[src/design/mfd_pkg.sv]
// Shared types and constants for the motor feedback frame decoder.
// No dependencies; imported by motor_feedback_frame_decoder and tb_top.
`default_nettype none

package mfd_pkg;

    localparam int ID_W     = 11;
    localparam int BYTE_W   = 8;
    localparam int ANGLE_W  = 16;
    localparam int TURN_W   = 32;
    localparam int SPEED_W  = 16;
    localparam int CUR_W    = 16;
    localparam int MOTOR_W  = 2;
    localparam int CFG_IDX_W = 2;
    localparam int REG_COUNT = 4;

    // Half a revolution at 8192 counts per revolution
    localparam logic signed [ANGLE_W:0] HALF_TURN = (ANGLE_W+1)'(4096);
    localparam logic signed [TURN_W-1:0] TURN_MAX = {1'b0, {(TURN_W-1){1'b1}}};
    localparam logic signed [TURN_W-1:0] TURN_MIN = {1'b1, {(TURN_W-1){1'b0}}};

    localparam logic [ID_W-1:0] ID_LEFT_RST     = ID_W'(513);
    localparam logic [ID_W-1:0] ID_RIGHT_RST    = ID_W'(514);
    localparam logic [ID_W-1:0] ID_CENTER_RST   = ID_W'(515);
    localparam logic [ID_W-1:0] ID_RELOADER_RST = ID_W'(517);

    typedef enum logic [MOTOR_W-1:0] {
        MOTOR_LEFT     = 2'd0,
        MOTOR_RIGHT    = 2'd1,
        MOTOR_CENTER   = 2'd2,
        MOTOR_RELOADER = 2'd3
    } motor_t;

    typedef enum logic [CFG_IDX_W-1:0] {
        REG_ID_LEFT     = 2'd0,
        REG_ID_RIGHT    = 2'd1,
        REG_ID_CENTER   = 2'd2,
        REG_ID_RELOADER = 2'd3
    } cfg_reg_t;

endpackage

`default_nettype wire

[src/design/motor_feedback_frame_decoder.sv]
// Motor feedback frame decoder: ID match, field unpack, multi-turn tracking.
// Depends on mfd_pkg for widths, register indexes and motor codes.
`default_nettype none

// Pipeline: frame register, then result register. Throughput: one frame
//   per cycle unless the result channel stalls; the per-motor angle and turn
//   state is read and rewritten in the single compare stage.
// Frames matching no configured ID leave no result and no state change.
// Reset: ID registers return to 513/514/515/517, per-motor last angle and
//   turn count clear to zero, both pipeline stages empty.
module motor_feedback_frame_decoder
    import mfd_pkg::*;
#(
    parameter int MOTOR_COUNT = 4
) (
    input  wire  logic                       clk,
    input  wire  logic                       rst_n,
    // configuration write port
    input  wire  logic                       cfg_wen,
    input  wire  logic [CFG_IDX_W-1:0]       cfg_index,
    input  wire  logic [ID_W-1:0]            cfg_wdata,
    // frame input channel
    input  wire  logic                       in_valid,
    output logic                             in_stall,
    input  wire  logic [ID_W-1:0]            frame_id,
    input  wire  logic [BYTE_W-1:0]          byte0,
    input  wire  logic [BYTE_W-1:0]          byte1,
    input  wire  logic [BYTE_W-1:0]          byte2,
    input  wire  logic [BYTE_W-1:0]          byte3,
    input  wire  logic [BYTE_W-1:0]          byte4,
    input  wire  logic [BYTE_W-1:0]          byte5,
    input  wire  logic [BYTE_W-1:0]          byte6,
    input  wire  logic [BYTE_W-1:0]          byte7,
    // result channel
    output logic                             out_valid,
    input  wire  logic                       out_stall,
    output logic [MOTOR_W-1:0]               motor,
    output logic [ANGLE_W-1:0]               angle_raw,
    output logic signed [TURN_W-1:0]         turns,
    output logic signed [SPEED_W-1:0]        speed_rpm,
    output logic signed [CUR_W-1:0]          current_raw,
    output logic [BYTE_W-1:0]                temperature
);

    // Only the first MOTOR_COUNT of the four configured IDs can ever match
    localparam int SLOT_COUNT = (MOTOR_COUNT < REG_COUNT) ? MOTOR_COUNT : REG_COUNT;

    // ------------------------------------------------------------------
    // Configuration registers
    // ------------------------------------------------------------------
    logic [ID_W-1:0] id_reg [REG_COUNT];

    always_ff @(posedge clk or negedge rst_n)
    begin
        if (!rst_n)
        begin
            id_reg[REG_ID_LEFT]     <= ID_LEFT_RST;
            id_reg[REG_ID_RIGHT]    <= ID_RIGHT_RST;
            id_reg[REG_ID_CENTER]   <= ID_CENTER_RST;
            id_reg[REG_ID_RELOADER] <= ID_RELOADER_RST;
        end
        else if (cfg_wen)
        begin
            id_reg[cfg_index] <= cfg_wdata;
        end
    end

    // ------------------------------------------------------------------
    // Stage 1: frame register
    // ------------------------------------------------------------------
    logic               s1_valid_reg;
    logic [ID_W-1:0]    s1_id_reg;
    logic [ANGLE_W-1:0] s1_angle_reg;
    logic [SPEED_W-1:0] s1_speed_reg;
    logic [CUR_W-1:0]   s1_cur_reg;
    logic [BYTE_W-1:0]  s1_temp_reg;

    logic in_xfer;
    logic s1_hit;
    logic s1_move;
    logic out_load;
    logic out_free;

    assign in_xfer = in_valid && !in_stall;

    // Result register can take a new value when empty or being drained
    assign out_free = !out_valid || !out_stall;
    // A non-matching frame just drops out of stage 1
    assign s1_move  = s1_valid_reg && (!s1_hit || out_free);
    assign out_load = s1_valid_reg && s1_hit && out_free;
    // Hold the input only while stage 1 is occupied and cannot advance
    assign in_stall = s1_valid_reg && !s1_move;

    always_ff @(posedge clk or negedge rst_n)
    begin
        if (!rst_n)
        begin
            s1_valid_reg <= 1'b0;
        end
        else if (in_xfer)
        begin
            s1_valid_reg <= 1'b1;
        end
        else if (s1_move)
        begin
            s1_valid_reg <= 1'b0;
        end
    end

    // byte7 carries nothing the decoder uses
    always_ff @(posedge clk)
    begin
        if (in_xfer)
        begin
            s1_id_reg    <= frame_id;
            s1_angle_reg <= {byte0, byte1};
            s1_speed_reg <= {byte2, byte3};
            s1_cur_reg   <= {byte4, byte5};
            s1_temp_reg  <= byte6;
        end
    end

    logic unused_byte7;
    assign unused_byte7 = ^byte7;

    // ------------------------------------------------------------------
    // ID match: lowest motor index wins
    // ------------------------------------------------------------------
    logic [MOTOR_W-1:0] s1_sel;

    always_comb
    begin
        s1_hit = 1'b0;
        s1_sel = MOTOR_LEFT;
        for (int i = SLOT_COUNT - 1; i >= 0; i--)
        begin
            if (id_reg[i] == s1_id_reg)
            begin
                s1_hit = 1'b1;
                s1_sel = MOTOR_W'(i);
            end
        end
    end

    // ------------------------------------------------------------------
    // Per-motor state and turn tracking
    // ------------------------------------------------------------------
    logic [ANGLE_W-1:0]       last_angle_reg [SLOT_COUNT];
    logic signed [TURN_W-1:0] turn_count_reg [SLOT_COUNT];

    logic [ANGLE_W-1:0]       cur_last;
    logic signed [TURN_W-1:0] cur_turns;
    logic signed [ANGLE_W:0]  delta;
    logic signed [TURN_W-1:0] turns_next;

    always_comb
    begin
        cur_last  = '0;
        cur_turns = '0;
        for (int i = 0; i < SLOT_COUNT; i++)
        begin
            if (s1_sel == MOTOR_W'(i))
            begin
                cur_last  = last_angle_reg[i];
                cur_turns = turn_count_reg[i];
            end
        end
    end

    // Difference over the full 16-bit range, one sign bit wider
    assign delta = $signed({1'b0, s1_angle_reg}) - $signed({1'b0, cur_last});

    always_comb
    begin
        turns_next = cur_turns;
        if (delta > HALF_TURN)
        begin
            if (cur_turns != TURN_MIN)
            begin
                turns_next = cur_turns - TURN_W'(1);
            end
        end
        else if (delta < -HALF_TURN)
        begin
            if (cur_turns != TURN_MAX)
            begin
                turns_next = cur_turns + TURN_W'(1);
            end
        end
    end

    for (genvar g = 0; g < SLOT_COUNT; g++)
    begin : g_slot
        always_ff @(posedge clk or negedge rst_n)
        begin
            if (!rst_n)
            begin
                last_angle_reg[g] <= '0;
                turn_count_reg[g] <= '0;
            end
            else if (out_load && s1_sel == MOTOR_W'(g))
            begin
                last_angle_reg[g] <= s1_angle_reg;
                turn_count_reg[g] <= turns_next;
            end
        end
    end

    // ------------------------------------------------------------------
    // Result register
    // ------------------------------------------------------------------
    always_ff @(posedge clk or negedge rst_n)
    begin
        if (!rst_n)
        begin
            out_valid <= 1'b0;
        end
        else if (out_free)
        begin
            out_valid <= out_load;
        end
    end

    // Temperature is reported for the left and right motors only
    always_ff @(posedge clk)
    begin
        if (out_load)
        begin
            motor       <= s1_sel;
            angle_raw   <= s1_angle_reg;
            turns       <= turns_next;
            speed_rpm   <= s1_speed_reg;
            current_raw <= s1_cur_reg;
            temperature <= (s1_sel == MOTOR_LEFT || s1_sel == MOTOR_RIGHT) ?
                           s1_temp_reg : '0;
        end
    end

    // ------------------------------------------------------------------
    // Assertions
    // ------------------------------------------------------------------
    a_stall_needs_item: assert property (@(posedge clk) disable iff (!rst_n)
        in_stall |-> s1_valid_reg && s1_hit)
        else $error("input stalled without a pending matched frame");

    a_result_has_source: assert property (@(posedge clk) disable iff (!rst_n)
        $rose(out_valid) |-> $past(s1_valid_reg) && $past(s1_hit))
        else $error("result appeared without a matched frame");

    a_motor_in_range: assert property (@(posedge clk) disable iff (!rst_n)
        out_load |=> out_valid && (int'(motor) < SLOT_COUNT))
        else $error("result motor index outside configured slots");

    a_turn_step: assert property (@(posedge clk) disable iff (!rst_n)
        out_load |-> (turns_next == cur_turns) ||
                     (turns_next == cur_turns + TURN_W'(1)) ||
                     (turns_next == cur_turns - TURN_W'(1)))
        else $error("turn count moved by more than one");

endmodule

`default_nettype wire

[config.mk]
export PLATFORM = sky130hd
export DESIGN_NAME = motor_feedback_frame_decoder
export DESIGN_NICKNAME = d
export VERILOG_FILES = /design/src/design/mfd_pkg.sv /design/src/design/motor_feedback_frame_decoder.sv
export SDC_FILE = /design/constraint.sdc
export NUM_CORES = 1
export LEC_CHECK = 0
export BUFFER_PORTS_ARGS = -buffer_cell sky130_fd_sc_hd__buf_2
export CAP_MARGIN = 0
export CORE_ASPECT_RATIO = 0.9
export CORE_UTILIZATION = 59
export CTS_CLUSTER_SIZE = 10
export DETAILED_ROUTE_END_ITERATION = 12
export HOLD_SLACK_MARGIN = 0.05
export PLACE_DENSITY = 0.89
export SLEW_MARGIN = 10
export SYNTH_ARGS = -nofsm -noshare
export SYNTH_HDL_FRONTEND = slang
export SYNTH_SLANG_ARGS = --single-unit
[constraint.sdc]
create_clock -name clk -period 8.8 [get_ports clk]
set_input_delay 1.76 -clock clk [delete_from_list [all_inputs] [get_ports clk]]
set_output_delay 1.76 -clock clk [all_outputs]
set_load 0.05 [all_outputs]
# Yosys cells after proc, flatten, opt, wreduce, memory -nomap -nowiden
# Index checks and enable logic that the tools add are counted.
# op_classes
addsub,3
magnitude_cmp,4
eq_ne,9
muxes,25
bitwise_logic,1
reduce_logical,20
# ops
operator,n
32-bit 2-to-1 mux,8
16-bit 2-to-1 mux,4
"32-bit inequality test, second input constant",2
44-bit bitwise mux,1
11-bit equality test,4
"32-bit by 2-bit adder with 32-bit output, second input constant",1
"32-bit by 2-bit subtractor with 32-bit output, second input constant",1
11-bit demux with 2-bit select,1
"17-bit by 14-bit > comparator with 1-bit output, second input constant",1
"17-bit by 13-bit less-than comparator with 1-bit output, second input constant",1
16-bit by 16-bit subtractor with 17-bit output,1
11-bit 2-to-1 mux,1
1-bit logical AND,10
2-bit 2-to-1 mux,4
1-bit 2-to-1 mux,6
1-bit logical NOT,5
"2-bit equality test, second input constant",2
"3-bit >= comparator, second input constant",1
1-bit logical OR,3
"3-bit by 1-bit less-than comparator with 1-bit output, second input constant",1
2-bit NOT with 3-bit output,1
"2-bit by 1-bit equality test with 1-bit output, second input constant",1
2-bit logical NOT,1
2-bit nonzero test,1
# totals
reg_bits,395
in_bits,93
output_inout_bits,92
word_cells,87

# Depth between registers and ports, before layout
# Gate-level depths: netlist of run 1.
# depth
depth_word,14
ltp_mapped,27
mapped_depth_nobuf,22

# Worst setup path before layout of run 1
# OpenSTA, ideal clock, no wires.
# synth_path
path_kind,reg2reg
startpoint,register s1_id_reg[5]
endpoint,register turn_count_reg[123] (netlist name)
arrival_ns,7.948
required_time_ns,8.665
path_slack_ns,0.717
stages_incl_launch_ff,15
path_buffers,5
synth_period_minus_slack_ns,8.083
cell_sequence,edfxtp_1 > xor2_1 > nor4_2 > nand3_2 > buf_2 > buf_2 > buf_1 > nand2_1 > o21ai_0 > a21oi_1 > nand2_1 > buf_1 > clkbuf_1 > nand2_1 > o21ai_0
# synth_between
elab_cells_between_ends,38
cone_classes,3 x add/sub; 2 x order compare; 9 x eq/ne; 20 x mux; 4 x reduce/logical
# synth_lines
item,line,source
start: declaration,motor_feedback_frame_decoder.sv:72,logic [ID_W-1:0] s1_id_reg;
start signal: assignment,motor_feedback_frame_decoder.sv:115,s1_id_reg <= frame_id;
11-bit equality test,motor_feedback_frame_decoder.sv:137,if (id_reg[i] == s1_id_reg)
1-bit 2-to-1 mux (3 in a row),motor_feedback_frame_decoder.sv:137,
1-bit 2-to-1 mux (*),motor_feedback_frame_decoder.sv:137,
1-bit logical AND (*) (2 in a row),motor_feedback_frame_decoder.sv:90,assign out_load = s1_valid_reg && s1_hit && out_free;
via out_load,motor_feedback_frame_decoder.sv:81,logic out_load;
1-bit logical AND (*),motor_feedback_frame_decoder.sv:201,else if (out_load && s1_sel == MOTOR_W'(g))
end signal: indexed assignment,motor_feedback_frame_decoder.sv:204,turn_count_reg[g] <= turns_next;
end: declaration,motor_feedback_frame_decoder.sv:149,logic signed [TURN_W-1:0] turn_count_reg [SLOT_COUNT];
# Mark *: on every way through the listed nets, which the timed path passes. The rest lies on a longest branch.
# A chain may end at the register's enable or synchronous reset.

# Final worst setup path of run 1
# layout_path
startpoint,register s1_id_reg[2]
endpoint,register turns[23] (data pin)
# layout_between
elab_chain_cells,14
elab_cells_between_ends,31
cone_classes,3 x add/sub; 2 x order compare; 9 x eq/ne; 16 x mux; 1 x reduce/logical
# layout_rtl
item,line,source
11-bit equality test,motor_feedback_frame_decoder.sv:137,
2-bit 2-to-1 mux (3 in a row),motor_feedback_frame_decoder.sv:137,
2-bit 2-to-1 mux (*),motor_feedback_frame_decoder.sv:137,
2-bit logical NOT,motor_feedback_frame_decoder.sv:162,if (s1_sel == MOTOR_W'(i))
16-bit 2-to-1 mux / 32-bit 2-to-1 mux (equally long branches) (4 in a row),motor_feedback_frame_decoder.sv:162,
16-bit by 16-bit subtractor with 17-bit output (tied with other cells),motor_feedback_frame_decoder.sv:171,"assign delta = $signed({1'b0, s1_angle_reg}) - $signed({1'b0, cur_last});"
17-bit by 13-bit less-than comparator with 1-bit output / 32-bit 2-to-1 mux (equally long branches),"motor_feedback_frame_decoder.sv:183, motor_feedback_frame_decoder.sv:185",
32-bit 2-to-1 mux,motor_feedback_frame_decoder.sv:183,else if (delta < -HALF_TURN)
32-bit 2-to-1 mux (*),motor_feedback_frame_decoder.sv:176,if (delta > HALF_TURN)
via turns_next[23],motor_feedback_frame_decoder.sv:154,logic signed [TURN_W-1:0] turns_next;
end signal: assignment,motor_feedback_frame_decoder.sv:231,turns <= turns_next;
end: declaration,motor_feedback_frame_decoder.sv:39,"output logic signed [TURN_W-1:0] turns,"
# Marked as above.

==> flow_summary.yaml, run 1 <==
critical_path:
  required_ns: 9.10
  r2r-end: "turns[23]"
  slowest_stage: "nor2_1"
  max_stage_delay_ns: 0.76
  r2r_cells: 21
  path_cells: "xor2_1, nor3_4, buf_4, nand3_2, nor2_1, a221oi_1, nand2_1, o21ai_0, ha_1, o21a_1, nor2_1, a21oi_1, a2111oi_0, a311oi_1, o41a_1, nand3_1, nor4_2, o21ai_1, o32ai_1, xnor2_1, inv_1"
  reg2reg_setup_slack_ns: 1.22
  crit_path_end_kind: "flip-flop"
  cp.arrival_ns: 7.88
  crit_fanout: 32
  cp-start-kind: "flip-flop"
  path_class: "reg -> reg"
  crit_path_frequent_cell: "nor2_1"
  rr_startpoint: "s1_id_reg[2]"
sta:
  worst_slack_ns: 1.22
  finalSetupViolations: 0
  tightest_slew_ns: 1.10
  maxSlewHeadroom: 0.258
  fin_crit_ns: 7.58
  grt_setup_unrepaired: "no"
  maxSlewViolCount: 0
  period_share: 0.862
  timing.fmax_mhz: 132
  skew_ns: 0.0304
  tns_ns: 0
  finalHoldViolations: 0
clock_tree:
  clock_path_buffers: 3
  clk_pin_slew_ns: 0.06
  cts-root-buf: "clkbuf_16"
  htreeDepth: 2
  cts.sinks: 395
  cts_tree: "yes"
  cts_hold_buffers: 0
  cts_buffers: 45
  cts_setup_buffers: 0
  worstSkewPairLatency_ns: 0.56
  ctsResizeCount: 0
logic_synthesis:
  synth_fp_nets: 1665
  synth_seq_area_share: 0.588
  yosysWarnings: 0
  synth_async_sr_flop_share: 0.603
  synth_enable_flop_cells: 157
  synth_seq_cells: 395
  avgSynthCellArea_sq_um: 11.7
  ys.flop_type: "dfrtp_1"
  synthCells: 1552
  synth.distinct_cells: 86
  synth.cell_area_sq_um: 18200
die:
  start_util: 0.604
  die_w_um: 187
  top_level_ports: 185
  die_y_um: 169
  rows: 60
  die_area_sq_um: 31500
  coreArea_sq_um: 30100
pwr:
  power.internal_mw: 3.58
  pwr-share-seq: 0.403
  power.net_switching_mw: 1.72
  switching_share: 0.325
  combPwrFrac: 0.271
  peakVddDrop_mv: 0.185
  clkPwrFrac: 0.326
  power.total_mw: 5.30
  power_density_nw_per_um2: 255
  leakage_nw: 8.89
grt:
  grt.total_usage: 0.284
  grt_pass1_vias: 13262
  overflow: 0
  grt_max_degree: 111
  antenna_found_initial: 0
  grt_pass1_wl_um: 71000
min_path:
  hold_path_depth: 0
  min-delay-path-class: "reg -> reg"
  holdPathEnd: "speed_rpm[2]"
  hp-start: "s1_speed_reg[2]"
place:
  preCtsSetupSlack_ns: 1.37
  port-buffer-count: 176
  gp_congestion: 0.933
  dp_hpwl_um: 28400
  dpl_cell_area_sq_um: 19400
drt:
  drt_first_pass_iters: 6
  viasPerCell: 6.17
  route.detailed.drc: 0
  num_vias: 13274
  ant_nets: 0
  drt_iter0_drc: 1246
  wirelength_um: 44100
  wire_per_inst_um: 20.5
final_layout:
  drive_gt1_frac: 0.240
  largest_register_ffs: 128
  nNetsFinal: 1828
  design_area_sq_um: 20800
  syn_to_final_growth_pct: 14.2
  antennaDiodeCount: 0
status:
  status: "completed"
flow_run:
  max-cap-violations: 0
[synth_stat cells, types with 5 or more instances]
master     number  area share
o31ai_1         6      0.0025
buf_2          14      0.0039
a21oi_1        30      0.0083
a21boi_0        6      0.0025
ha_1           19       0.013
nor2_1         84       0.017
nand3_1        17      0.0047
or3_1          10      0.0034
a22oi_1         9      0.0037
a31oi_1         6      0.0021
nand2b_1        5      0.0017
clkbuf_1       55       0.011
o21ai_1        46       0.013
inv_1          45      0.0093
o211ai_1       21      0.0087
dfstp_2        10       0.014
nand2_1       208       0.043
o2bb2ai_1       7      0.0034
o22ai_1        13      0.0045
o21ai_0       103       0.028
o32ai_1        10      0.0048
and3_1          6      0.0021
mux2_2        116       0.072
nor3_1         21      0.0058
o221ai_1       27       0.013
and2_1         14      0.0048
xnor2_1        23       0.011
edfxtp_1      157        0.26
nor4_2          5      0.0034
nor4_1          9      0.0031
xor2_1         57       0.027
a21o_1          5      0.0021
nand4_1        17      0.0059
a221o_1        12      0.0066
dfrtp_1       228        0.31
or4_1           9      0.0037
or2_2           8      0.0028
buf_1           9      0.0019
o21a_1         16      0.0066
nor2b_1         5      0.0017
[metal layers]
metal  global-route usage  share of wire
met5                    0              0
met4               0.0834          0.025
met3               0.0657          0.086
met2                0.460           0.47
met1                0.385           0.42
[stage by stage]
| stage | hold WS (ns) | cells | utilization |
|---|---|---|---|
| 2_1_floorplan | 0.400 | 1552 | - |
| 3_3_place_gp | 0.400 | 2071 | 0.645 |
| 3_5_place_dp | 0.405 | 2071 | 0.645 |
| 4_1_cts | 0.417 | 2153 | 0.690 |
| 5_1_grt | 0.422 | 2153 | 0.690 |
| 6_report | 0.415 | 2153 | 0.690 |
[cell families after synthesis]
| kind of cell | Yosys count | synth area share |
|---|---|---|
| multiplexers | 118 | 0.0730 |
| XOR/XNOR | 81 | 0.0394 |
| buffers and inverters | 128 | 0.0288 |
| AND/OR/NAND/NOR | 449 | 0.122 |
| AO/OA/AOI/OAI | 361 | 0.134 |
| flip-flops | 395 | 0.588 |
| adder cells (fa/ha/maj) | 20 | 0.0142 |
[layout make-up]
| type | count | area, sq um |
|---|---|---|
| multi-input cells | 1029 | 7000 |
| fillers | 2105 | 9340 |
| repair buffers | 199 | 1060 |
| flip-flops and latches | 395 | 10700 |
| well taps | 403 | 504 |
| inverters | 45 | 169 |
| clock inverters | 4 | 88.8 |
| clock buffers | 78 | 1250 |
[worst max-delay path, delay by kind of cell (launching register included)]
family / cells / cell delay, ns
AO/OA/AOI/OAI: 9 / 2.85
flip-flops: 1 / 0.50
adder cells (fa/ha/maj): 1 / 0.52
buffers and inverters: 2 / 0.47
AND/OR/NAND/NOR: 7 / 2.43
XOR/XNOR: 2 / 0.53
[power by group through the flow]
stage / clock (mW) / combinational [mW] / sequential [mW]
floorplan: 0 / 1.00 / 2.16
global placement: 0 / 1.37 / 2.16
detailed placement: 0 / 1.40 / 2.17
CTS: 1.74 / 1.42 / 2.14
global route: 1.81 / 1.56 / 2.15
finish: 1.73 / 1.44 / 2.14
[worst max-delay path by stage]
stage,from,endpoint,cells past startpoint,slack (ns)
floorplan,s1_id_reg[5],turn_count_reg[123],14,0.72
finish,s1_id_reg[2],turns[23],21,1.22
CTS,s1_id_reg[2],turns[23],22,1.34
global placement,s1_id_reg[5],turns[23],21,1.43
detailed placement,s1_id_reg[2],turns[23],21,1.37
global route,s1_id_reg[2],turn_count_reg[87],21,0.67
[layout by cell type (no fill, tap or decap), drive strengths merged, types with 28 or more instances in the layout]
| master | count |
|---|---|
| xor2 | 58 |
| inv | 47 |
| mux2 | 116 |
| dfrtp | 228 |
| nor2 | 85 |
| nand2 | 208 |
| o21ai | 150 |
| buf | 199 |
| a21oi | 32 |
| o221ai | 28 |
| clkbuf | 78 |
| edfxtp | 157 |
(Power assumes the default switching activity.)
==> run 2, diff against run 1 <==
- CORE_UTILIZATION: 59 -> 55
- PLACE_DENSITY: 0.89 -> 0.84
- RECOVER_POWER: not set -> 100
==> flow_summary.yaml, run 2 (synthesis results as in run 1) <==
status:
  status: "complete, but fails checks"
  violations: "capacitance limit, slew limit"
clock_tree:
  cts_tree: "yes"
  cts.sinks: 395
  clk_pin_slew_ns: 0.06
  cts-root-buf: "clkbuf_16"
  clock_path_buffers: 3
  htreeDepth: 2
  worstSkewPairLatency_ns: 0.56
  cts_setup_buffers: 0
  cts_hold_buffers: 0
  ctsResizeCount: 0
  cts_buffers: 45
sta:
  period_share: 0.892
  maxSlewViolCount: 287
  timing.fmax_mhz: 127
  tightest_slew_ns: 5.70
  finalHoldViolations: 0
  skew_ns: 0.0211
  tns_ns: 0
  maxSlewHeadroom: -2.80
  grt_setup_unrepaired: "no"
  finalSetupViolations: 0
  fin_crit_ns: 7.85
critical_path:
  path_class: "reg -> reg"
  r2r-end: "turn_count_reg[21]"
  rr_startpoint: "s1_id_reg[5]"
  crit_path_end_kind: "flip-flop"
  required_ns: 9.18
  critical_path.top_delay_family: "compound AO/OA/AOI/OAI gates"
  worst-path-buf-inv: 2
  max_stage_delay_ns: 0.82
  crit_fanout: 32
  crit_path_frequent_cell: "a21oi_1"
  cp.arrival_ns: 8.23
  r2r_cells: 21
  reg2reg_setup_slack_ns: 0.95
  path_cells: "xor2_1, nor3_4, buf_4, nand3_1, a31o_2, a221oi_1, nor2_1, ha_1, fa_1, nand2b_1, a21oi_1, o2111ai_1, a21oi_1, a2bb2oi_1, o31ai_1, a41oi_1, clkbuf_1, nand2_1, o32ai_1, xnor2_1, o21ai_0"
  slowest_stage: "a41oi_1"
  cp-start-kind: "flip-flop"
final_layout:
  finish.utilization: 0.639
  nNetsFinal: 1828
  largest_register_ffs: 128
  drive_gt1_frac: 0.176
  final_cell_mix: "228 x dfrtp_1, 208 x nand2_1, 157 x edfxtp_1, 147 x o21ai_0, 136 x clkbuf_1"
  mostFrequentLayoutCell: "dfrtp_1"
  syn_to_final_growth_pct: 13.2
drt:
  wirelength_um: 42700
  wire_per_inst_um: 19.7
  num_vias: 12982
  wl_met2_um: 19700
  ant_nets: 0
  viasPerCell: 5.99
  route.detailed.drc: 0
  route.top_layer_used: "met4"
  met1_length_um: 18900
  drt_iter0_drc: 1075
  wl_met3_um: 3240
  drt_first_pass_iters: 5
pwr:
  power_density_nw_per_um2: 254
  leakage_nw: 8.58
  peakVddDrop_mv: 0.181
grt:
  overflow: 0
  antenna_found_initial: 1
  grt.total_usage: 0.257
  grt_max_degree: 123
  grt_pass1_wl_um: 69600
  grt_pass1_vias: 12995
min_path:
  hp-start: "s1_cur_reg[12]"
  min-delay-path-class: "reg -> reg"
  holdPathEnd: "current_raw[12]"
  hold_path_depth: 0
die:
  die_y_um: 174
  start_util: 0.565
  die_w_um: 194
  coreArea_sq_um: 32200
  die_area_sq_um: 33800
  top_level_ports: 185
  rows: 62
place:
  dp_hpwl_um: 28200
  gp_congestion: 0.942
  port-buffer-count: 176
flow_run:
  max-cap-violations: 4
## run 2: final cells by class
cell class,count,area [sq um]
Fill cell,2462,11600
Tap cell,416,520
Inverter,45,169
Antenna cell,1,2.50
Clock inverter,3,76.3
Timing Repair Buffer,199,905
Sequential cell,395,10700
Multi-Input combinational cell,1029,6970
Clock buffer,78,1250
## run 2: power breakdown
group          leakage (nW)  switching [mW]  internal [mW]
registers              4.68          0.0568           2.08
logic                  3.27           0.897          0.492
clock network         0.626           0.718          0.991
total                  8.58            1.67           3.56
## run 2: worst reg2reg max path, delay by kind of cell, from the launching register on
family	cells	cell delay, ns
AND/OR/NAND/NOR	5	1.41
buffers and inverters	2	0.90
adder cells (fa/ha/maj)	2	0.62
XOR/XNOR	2	0.58
AO/OA/AOI/OAI	10	3.66
flip-flops	1	0.51
## run 2: worst max-delay path by stage
stage                 start                   to  slack [ns]  cells past startpoint
6_report       s1_id_reg[5]   turn_count_reg[21]        0.95                     21
3_3_place_gp   s1_id_reg[0]            turns[26]        1.59                     21
3_5_place_dp   s1_id_reg[0]            turns[26]        1.46                     21
4_1_cts        s1_id_reg[0]            turns[26]        1.43                     21
5_1_grt               rst_n   turn_count_reg[41]        0.42                      2
2_1_floorplan  s1_id_reg[5]  turn_count_reg[123]        0.72                     14
## run 2: routing by layer
metal	vias to the layer above	global-route usage
met4	0	0.0750
met1	6385	0.353
met2	506	0.410
li1	6008	-
met5	-	0
met3	83	0.0592
## run 2: through the flow
stage	hold WS, ns	setup WS, ns	cells	cell area, sq um	power, mW
after floorplan	0.400	0.717	1552	18200	3.16
final	0.415	0.946	2166	20600	5.24
after detailed placement	0.405	1.46	2084	19400	3.55
after global routing	0.420	0.417	2166	20600	5.50
after global placement	0.400	1.59	2084	19400	3.52
after CTS	0.417	1.43	2165	20800	5.27
==> run 3, diff against run 2 <==
- CORE_UTILIZATION: 55 -> 57
- CTS_BUF_LIST: not set -> sky130_fd_sc_hd__clkbuf_4 sky130_fd_sc_hd__clkbuf_8
- PLACE_DENSITY: 0.84 -> 0.86
==> flow_summary.yaml, run 3 (synthesis results as in run 1) <==
grt:
  grt_pass1_vias: 13138
  grt_pass1_wl_um: 68900
  antenna_found_initial: 0
  grt.total_usage: 0.267
  grt_max_degree: 100
  overflow: 0
drt:
  wire_per_inst_um: 19.5
  ant_nets: 0
  num_vias: 13090
  route.detailed.drc: 0
  drt_first_pass_iters: 6
  viasPerCell: 5.98
  drt_iter0_drc: 925
  wirelength_um: 42600
status:
  status: "complete, but fails checks"
  violations: "capacitance limit, slew limit"
die:
  top_level_ports: 185
  start_util: 0.584
  die_area_sq_um: 32600
  coreArea_sq_um: 31100
  die_w_um: 190
  rows: 61
  die_y_um: 171
place:
  gp_congestion: 0.908
  port-buffer-count: 176
  dp_hpwl_um: 27800
pwr:
  power.internal_mw: 3.44
  pwr-share-seq: 0.418
  power.net_switching_mw: 1.67
  peakVddDrop_mv: 0.186
  leakage_nw: 8.64
  power.total_mw: 5.11
  clkPwrFrac: 0.308
  combPwrFrac: 0.274
  switching_share: 0.327
  power_density_nw_per_um2: 249
clock_tree:
  clock_path_buffers: 3
  clk_pin_slew_ns: 0.07
  worstSkewPairLatency_ns: 0.66
  cts_tree: "yes"
  cts_hold_buffers: 0
  cts_buffers: 60
  cts.sinks: 395
  ctsResizeCount: 0
  cts-root-buf: "clkbuf_8"
  htreeDepth: 2
  cts_setup_buffers: 0
sta:
  maxSlewHeadroom: -2.62
  timing.fmax_mhz: 127
  period_share: 0.893
  fin_crit_ns: 7.86
  tightest_slew_ns: 5.43
  maxSlewViolCount: 486
  tns_ns: 0
  skew_ns: 0.0601
  finalHoldViolations: 0
  finalSetupViolations: 0
  grt_setup_unrepaired: "no"
final_layout:
  drive_gt1_frac: 0.205
  nNetsFinal: 1842
  mostFrequentLayoutCell: "dfrtp_1"
  final_cell_mix: "228 x dfrtp_1, 207 x nand2_1, 157 x edfxtp_1, 145 x o21ai_0, 116 x mux2_2"
  antennaDiodeCount: 0
  syn_to_final_growth_pct: 12.9
  largest_register_ffs: 128
min_path:
  min-delay-path-class: "reg -> reg"
flow_run:
  max-cap-violations: 7
critical_path:
  required_ns: 9.24
  cp.arrival_ns: 8.29
  path_class: "reg -> reg"
  cp-start-kind: "flip-flop"
  crit_fanout: 32
  crit_path_end_kind: "flip-flop"
run 3: changes by cell type in the layout (fill, tap and decap cells not counted), sizes merged:
cell	delta
buf	+3
bufinv	+1
clkbuf	+9
clkdlybuf4s25	-1
clkinv	+17
diode	-1
inv	+2
run 3: path summary, 6_finish.rpt:
check / from / endpoint / slack, ns / cells past startpoint
worst max-delay path: s1_id_reg[5] / turn_count_reg[55] / 0.94 / 21
worst min-delay path: s1_cur_reg[6] / current_raw[6] / 0.42 / 0
worst max register to register: s1_id_reg[5] / turn_count_reg[55] / 0.94 / 21
worst min register to register: s1_cur_reg[6] / current_raw[6] / 0.42 / 0
max in group asynchronous: rst_n / turn_count_reg[42] / 1.83 / 2
min in group asynchronous: rst_n / turn_count_reg[84] / 3.15 / 1
run 3: power by group through the flow:
stage	Clock (mW)	Sequential, mW	Combinational, mW
3_3_place_gp	0	2.16	1.37
2_1_floorplan	0	2.16	1.00
5_1_grt	1.69	2.15	1.54
3_5_place_dp	0	2.17	1.40
6_report	1.58	2.14	1.40
4_1_cts	1.61	2.13	1.41
run 3: worst max-delay path, stage by stage (launching register included):
cell and delay (ns):
edfxtp_1 0.51, xor2_1 0.24, nor3_4 0.17, buf_4 0.40, nand3_1 0.71, nor2_1 0.87
a221oi_1 0.17, nand2_1 0.11, o21ai_0 0.12, ha_1 0.53, o21a_1 0.27, nor2_1 0.06
a21oi_1 0.40, a2111oi_0 0.21, a311oi_1 0.40, o41a_1 0.41, nand3_1 0.19, nor4_2 0.67
o21ai_1 0.35, o32ai_1 0.45, xnor2_1 0.26, o21ai_0 0.14
run 3: routing by layer:
layer	track usage	part of all wire	routed length (um)
met3	0.0657	0.082	3500
met1	0.364	0.43	18300
met4	0.0824	0.018	774
met5	0	0	0
met2	0.426	0.47	20000
run 3: per-stage QoR:
step                hold WS (ns)  std cells  utilization  worst slack [ns]  area [sq um]
floorplan                  0.400       1552            -             0.717         18200
global placement           0.401       2076        0.624              1.75         19400
detailed placement         0.405       2076        0.624              1.54         19400
CTS                        0.413       2189        0.665              1.48         20700
global route               0.422       2189        0.659             0.543         20500
finish                     0.416       2189        0.659             0.944         20500
run 3: layout make-up:
cell class / instances / area [sq um]
Sequential cell: 395 / 10700
Clock buffer: 90 / 1100
Clock inverter: 23 / 178
Inverter: 45 / 169
Fill cell: 2398 / 10600
Tap cell: 409 / 512
Multi-Input combinational cell: 1029 / 6970
Timing Repair Buffer: 198 / 897
